==> src/sv/wep_div.sv <==
`default_nettype none
// ----------------------------------------------------------------------------
// wep_div
// Pipelined restoring divider, ceil(N / STAGES) quotient bits per stage, with sideband.
// ----------------------------------------------------------------------------
module wep_div #(
	parameter int N      = 24,
	parameter int D      = 25,
	parameter int STAGES = 6,
	parameter int SW     = 1
) (
	input  wire logic          clk,
	input  wire logic          arst_n,
	input  wire logic          en,
	input  wire logic          in_valid,
	input  wire logic [N-1:0]  dividend,
	input  wire logic [D-1:0]  divisor,
	input  wire logic [SW-1:0] side_in,
	output logic               out_valid,
	output logic [N-1:0]       quotient,
	output logic [SW-1:0]      side_out
);
	localparam int BPS = (N + STAGES - 1) / STAGES;
	localparam int W   = BPS * STAGES;

	logic          vld_q [STAGES];
	logic [W-1:0]  dd_q  [STAGES];
	logic [W-1:0]  quo_q [STAGES];
	logic [D-1:0]  rem_q [STAGES];
	logic [D-1:0]  dsr_q [STAGES];
	logic [SW-1:0] side_q[STAGES];

	// stage inputs: the ports for the first stage, the previous stage after
	logic [W-1:0]  dd_i  [STAGES];
	logic [W-1:0]  quo_i [STAGES];
	logic [D-1:0]  rem_i [STAGES];
	logic [D-1:0]  dsr_i [STAGES];

	logic [W-1:0]  dd_n  [STAGES];
	logic [W-1:0]  quo_n [STAGES];
	logic [D-1:0]  rem_n [STAGES];

	always_comb begin
		dd_i[0]  = W'(dividend);
		quo_i[0] = '0;
		rem_i[0] = '0;
		dsr_i[0] = divisor;
		for (int k = 1; k < STAGES; k++) begin
			dd_i[k]  = dd_q[k-1];
			quo_i[k] = quo_q[k-1];
			rem_i[k] = rem_q[k-1];
			dsr_i[k] = dsr_q[k-1];
		end
	end

	always_comb begin
		logic [D:0]   t;
		logic [W-1:0] dd;
		logic [W-1:0] q;
		logic [D-1:0] r;
		logic [D-1:0] ds;
		for (int k = 0; k < STAGES; k++) begin
			dd = dd_i[k];
			q  = quo_i[k];
			r  = rem_i[k];
			ds = dsr_i[k];
			for (int j = 0; j < BPS; j++) begin
				t  = {r, dd[W-1]};
				dd = {dd[W-2:0], 1'b0};
				q  = {q[W-2:0], 1'b0};
				if (t >= {1'b0, ds}) begin
					t    = t - {1'b0, ds};
					q[0] = 1'b1;
				end
				r = t[D-1:0];
			end
			dd_n[k]  = dd;
			quo_n[k] = q;
			rem_n[k] = r;
		end
	end

	always_ff @(posedge clk or negedge arst_n) begin
		if (!arst_n) begin
			for (int k = 0; k < STAGES; k++) vld_q[k] <= 1'b0;
		end else if (en) begin
			vld_q[0] <= in_valid;
			for (int k = 1; k < STAGES; k++) vld_q[k] <= vld_q[k-1];
		end
	end

	always_ff @(posedge clk) begin
		if (en) begin
			side_q[0] <= side_in;
			for (int k = 0; k < STAGES; k++) begin
				dd_q[k]  <= dd_n[k];
				quo_q[k] <= quo_n[k];
				rem_q[k] <= rem_n[k];
				dsr_q[k] <= dsr_i[k];
			end
			for (int k = 1; k < STAGES; k++) side_q[k] <= side_q[k-1];
		end
	end

	assign out_valid = vld_q[STAGES-1];
	assign quotient  = quo_q[STAGES-1][N-1:0];
	assign side_out  = side_q[STAGES-1];

endmodule
`default_nettype wire

==> config.mk <==
export PLATFORM = sky130hd
export DESIGN_NAME = wep_div
export DESIGN_NICKNAME = d
export VERILOG_FILES = /design/src/sv/wep_div.sv
export SDC_FILE = /design/constraint.sdc
export NUM_CORES = 2
export LEC_CHECK = 0
export ABC_AREA = 1
export BUFFER_PORTS_ARGS = -buffer_cell sky130_fd_sc_hd__buf_2
export CAP_MARGIN = 15
export CORE_ASPECT_RATIO = 1.25
export CORE_MARGIN = 1.5
export CORE_UTILIZATION = 40
export DETAILED_ROUTE_END_ITERATION = 16
export PLACE_DENSITY = 0.55
export SYNTH_ARGS = -nofsm -noshare
export SYNTH_HDL_FRONTEND = slang
export SYNTH_SLANG_ARGS = --single-unit
==> constraint.sdc <==
create_clock -name clk -period 15.45 [get_ports clk]
set_input_delay 3.09 -clock clk [delete_from_list [all_inputs] [get_ports clk]]
set_output_delay 3.09 -clock clk [all_outputs]
set_load 0.01 [all_outputs]
== Word level (Yosys, flattened, before mapping) ==
Memories as Yosys holds them, arrays and structs flattened.
Cells that the tools add are included.

* Register bits: 6
* RAM bits: 570
* Bits of input ports: 54
* Output and inout bits: 26
* Word-level logic and storage cells: 109
* Memories: 5

{| class="wikitable"
|+ Memories
! name !! depth !! width !! read ports !! clocked after memory_dff !! write ports !! line !! source
|-
| dsr_q || 6 || 25 || 5 || 0 || 6 || 30 || <nowiki>logic [D-1:0] dsr_q [STAGES];</nowiki>
|-
| rem_q || 6 || 25 || 5 || 0 || 6 || 29 || <nowiki>logic [D-1:0] rem_q [STAGES];</nowiki>
|-
| quo_q || 6 || 24 || 6 || 0 || 6 || 28 || <nowiki>logic [W-1:0] quo_q [STAGES];</nowiki>
|-
| dd_q || 6 || 20 || 5 || 0 || 6 || 27 || <nowiki>logic [W-1:0] dd_q [STAGES];</nowiki>
|-
| side_q || 6 || 1 || 6 || 0 || 6 || 31 || <nowiki>logic [SW-1:0] side_q[STAGES];</nowiki>
|}

* Add/subtract/negate cells: 24
* Magnitude comparators: 24
* Muxes and demuxes: 50

{| class="wikitable"
|+ Operator list
! operator !! count
|-
| 25-bit two-way mux || 24
|-
| 26-bit by 25-bit >= comparator with 1-bit output || 23
|-
| 25-bit subtractor || 23
|-
| 1-bit two-way mux || 26
|-
| 1-bit by 25-bit >= comparator with 1-bit output || 1
|-
| 1-bit by 25-bit subtractor with 25-bit output || 1
|}

== Depth between registers and ports, before layout ==
An unclocked memory read counts as a cell.

* Word-level depth: 9
* Depth in mapped cells: 64
* Depth with buffers taken out: 62

== Least setup slack after synthesis ==
Ideal clock, no wire load.

* Path type: in2reg
* Start point: in dividend[23]
* End point: mem rem_q[0][11], data pin
* Data arrival time: 9.612 ns
* Slack: 5.585 ns
* Cell stages on the path: 54
* Cell sequence: inv_1 -> ha_1 -> inv_1 -> nand2_1 -> nor2_1 -> nand3_1 -> nor3_1 -> nand3_1 -> nand2_1 -> inv_1 -> o21ai_0 -> fa_1 -> nand3_1 -> nand2_1 -> nand2_1 -> nand2_1 -> nand4_1 -> nand3_1 -> [18 not listed] -> nand2_2 -> buf_2 -> nand2_1 -> o21ai_0 -> ha_1 -> a21oi_1 -> o21ai_0 -> a21oi_1 -> nand3_1 -> nand2_1 -> o211ai_1 -> nand2_1 -> nand2_1 -> a21oi_1 -> nand2_4 -> buf_4 -> nand2_1 -> nand2_1

{| class="wikitable"
|+ RTL lines
! element !! line !! source
|-
| from (decl) || 16 || <nowiki>input wire logic [N-1:0] dividend,</nowiki>
|-
| to (decl) || 29 ||
|}

==> results.json <==
{
  "cts_max_path_buffers": 3,
  "startpoint": "divisor[12]",
  "dp.cells": 9402,
  "tritoncts": "done",
  "grt_pass1_vias": 48600,
  "fin_crit_sh": 0.789,
  "start_kind": "input pin",
  "crit_buf_inv": 6,
  "period_needed_ps": 12190,
  "insertion_delay_ps": 650,
  "rr_startpoint": "dsr_q[0][9]",
  "nFillCells": 13800,
  "synth_nets": 8359,
  "cts_root_buf": "clkbuf_16",
  "reg2reg_slack_ps": 3830,
  "cts_inserted_buffers": 48,
  "synth_area_um2": 51500,
  "grt_pass1_wl_um": 278000,
  "path_delay_family": "simple AND/OR/NAND/NOR gates",
  "critPathArrivalTime_ps": 12570,
  "outcome": "complete, no violations",
  "drive_gt1_frac": 0.0402,
  "dr.pass1.iters": 6,
  "ys_types": 57,
  "wire_per_inst_um": 19.2,
  "grt_overflow": 0,
  "crit_end": "rem_q[0][17]",
  "rows": 147,
  "fin_nets": 8392,
  "vias": 50300,
  "fin_cells": 9493,
  "maxCapViolations": 0,
  "cpMostUsedCell": "nand2_1",
  "worst-path-stages": 46,
  "cts.repair.resized": 0,
  "synth_warnings": 0,
  "setup_viol": 0,
  "via_per_inst": 5.30,
  "rsz0062_at_grt": "no",
  "core_area_um2": 128000,
  "async_flop_share": 0.0148,
  "cts_setup_buffers": 0,
  "initial_core_util": 0.402,
  "antenna_found_initial": 1,
  "dieArea_um2": 131000,
  "ios": 80,
  "setup_tns_ps": 0,
  "r2r_end": "rem_q[1][24]",
  "synth_ff_type": "edfxtp_1",
  "cts_hold_buf": 0,
  "clk_pin_slew_ps": 60,
  "synth_edf_count": 400,
  "crit_fanout": 43,
  "finalWirelength_um": 182000,
  "finalHoldViolCount": 0,
  "crit_path_top_delay_cell": "nor4_1",
  "drtIter0Drc": 3500,
  "multi_input_area_um2": 34800,
  "die_h_um": 404,
  "ys_seq_area_frac": 0.236,
  "ctsHtreeMaxLevel": 2,
  "path_class": "input pin to register",
  "min_delay_path_depth": 0,
  "tightest_slew_ps": 1080,
  "die_x_um": 324,
  "synth.avg_cell_area_um2": 6.68,
  "ys_seq_elements": 406,
  "cpPeakStageDelay_ps": 880,
  "max_slew_margin": 0.276,
  "cp.required_ps": 15830,
  "drc": 0,
  "cts.sinks": 406,
  "area_growth_pct": 7.14,
  "hold_path_class": "register to register",
  "max_freq_mhz": 82.0,
  "gp_congestion": 0.985,
  "ant_nets": 0,
  "dp_hpwl_um": 153000,
  "reg2regPathDepth": 51,
  "critPathCaptureType": "register",
  "syn_inst": 7706,
  "track_usage": 0.275,
  "min_from": "dd_q[1][4]",
  "numPortBuffers": 79,
  "grt_start_max_net_pins": 77,
  "final.setup_skew_ps": 19.2,
  "ff_latch_area_um2": 12200,
  "final_max_slew_viol_count": 0
}
## layout by cell type (no fill, tap or decap), types with 60 or more instances in the layout
cell type,count
a21o_1,66
a21oi_1,561
buf_2,78
edfxtp_1,400
ha_1,577
inv_1,1027
nand2_1,2392
nand3_1,560
nand4_1,108
nor2_1,518
nor3_1,83
o21ai_0,354
o21ai_1,65
o21bai_1,60
xnor2_1,188
xor2_1,240
## synth_stat cells, types with 12 or more instances
cell	number	area share
nand2_1	2392	0.17
inv_1	1027	0.075
ha_1	577	0.14
a21oi_1	565	0.055
nand3_1	560	0.054
nor2_1	518	0.038
edfxtp_1	400	0.23
o21ai_0	354	0.034
xor2_1	240	0.041
xnor2_1	188	0.032
nand4_1	108	0.013
nor3_1	83	0.0081
a21o_1	66	0.0096
o21ai_1	65	0.0063
o21bai_1	60	0.0088
buf_2	58	0.0056
a31oi_1	44	0.0053
o21a_1	44	0.0064
or2_2	43	0.0052
nor4_1	32	0.0039
clkbuf_1	24	0.0018
fa_1	22	0.0086
a21boi_0	20	0.0029
buf_4	19	0.0028
o211ai_1	19	0.0028
nand2_2	18	0.0022
nand3b_1	15	0.0022
nor2_2	13	0.0016
and2_1	12	0.0015
buf_6	12	0.0026
## cell families after synthesis
group | after synthesis | share of synthesized area
adders and majority gates | 599 | 0.149
buffers and inverters | 1151 | 0.0885
xor gates and xnor gates | 428 | 0.0728
DFF | 406 | 0.236
AOI/OAI and AO/OA | 1279 | 0.138
and+or+nand+nor | 3843 | 0.315
## layout make-up
class,instances,share of cell area
tap,1713,0.0389
clock inverter,31,0.00635
sequential,406,0.221
timing repair buffer,97,0.00980
multi-input combinational,6149,0.631
inverter,1037,0.0706
clock buffer,59,0.0233
antenna,1,0.0000454
## worst min-delay path by stage
stage | slack [ps] | endpoint
2_1_floorplan | 400 | dd_q[1][10]
3_3_place_gp | 400 | quo_q[4][4]
5_1_grt | 420 | quo_q[2][11]
4_1_cts | 420 | dd_q[2][8]
3_5_place_dp | 400 | dd_q[2][11]
6_report | 420 | dd_q[2][8]
## registers in the layout (all words and copies together), names as in the netlist
name,flops
dsr_q,125
rem_q,125
quo_q,84
dd_q,60
side_q,6
vld_q,5
out_valid,1
## worst register-to-register path: cells and delay by family, from the launching register on
kind / cells / cell delay, ps
buffers and inverters: 5 / 1910
and+or+nand+nor: 29 / 4400
adders and majority gates: 4 / 1650
AOI/OAI and AO/OA: 13 / 2880
DFF: 1 / 480
## through the flow
step                      instance area (µm²)  utilization  setup slack (ps)  hold WS (ps)
after detailed placement                53500        0.418              2640           405
after global routing                    55100        0.431              2460           424
final                                   55100        0.431              3260           415
after global placement                  53500        0.418              2680           400
after floorplan                         51500            -              5580           400
after CTS                               55100        0.431              3300           418
## layer usage
metal  vias up  wire (µm)  GRT usage
met5         -          0          0
met4         0       8910      0.118
met3       320       6590     0.0231
met2      1161      92100      0.507
met1     23200      74700      0.321
li1      25600          -          -
Power is left out: the tool's default activity adds up to more than one toggle a clock period on the data nets, which glitch-free logic cannot reach.
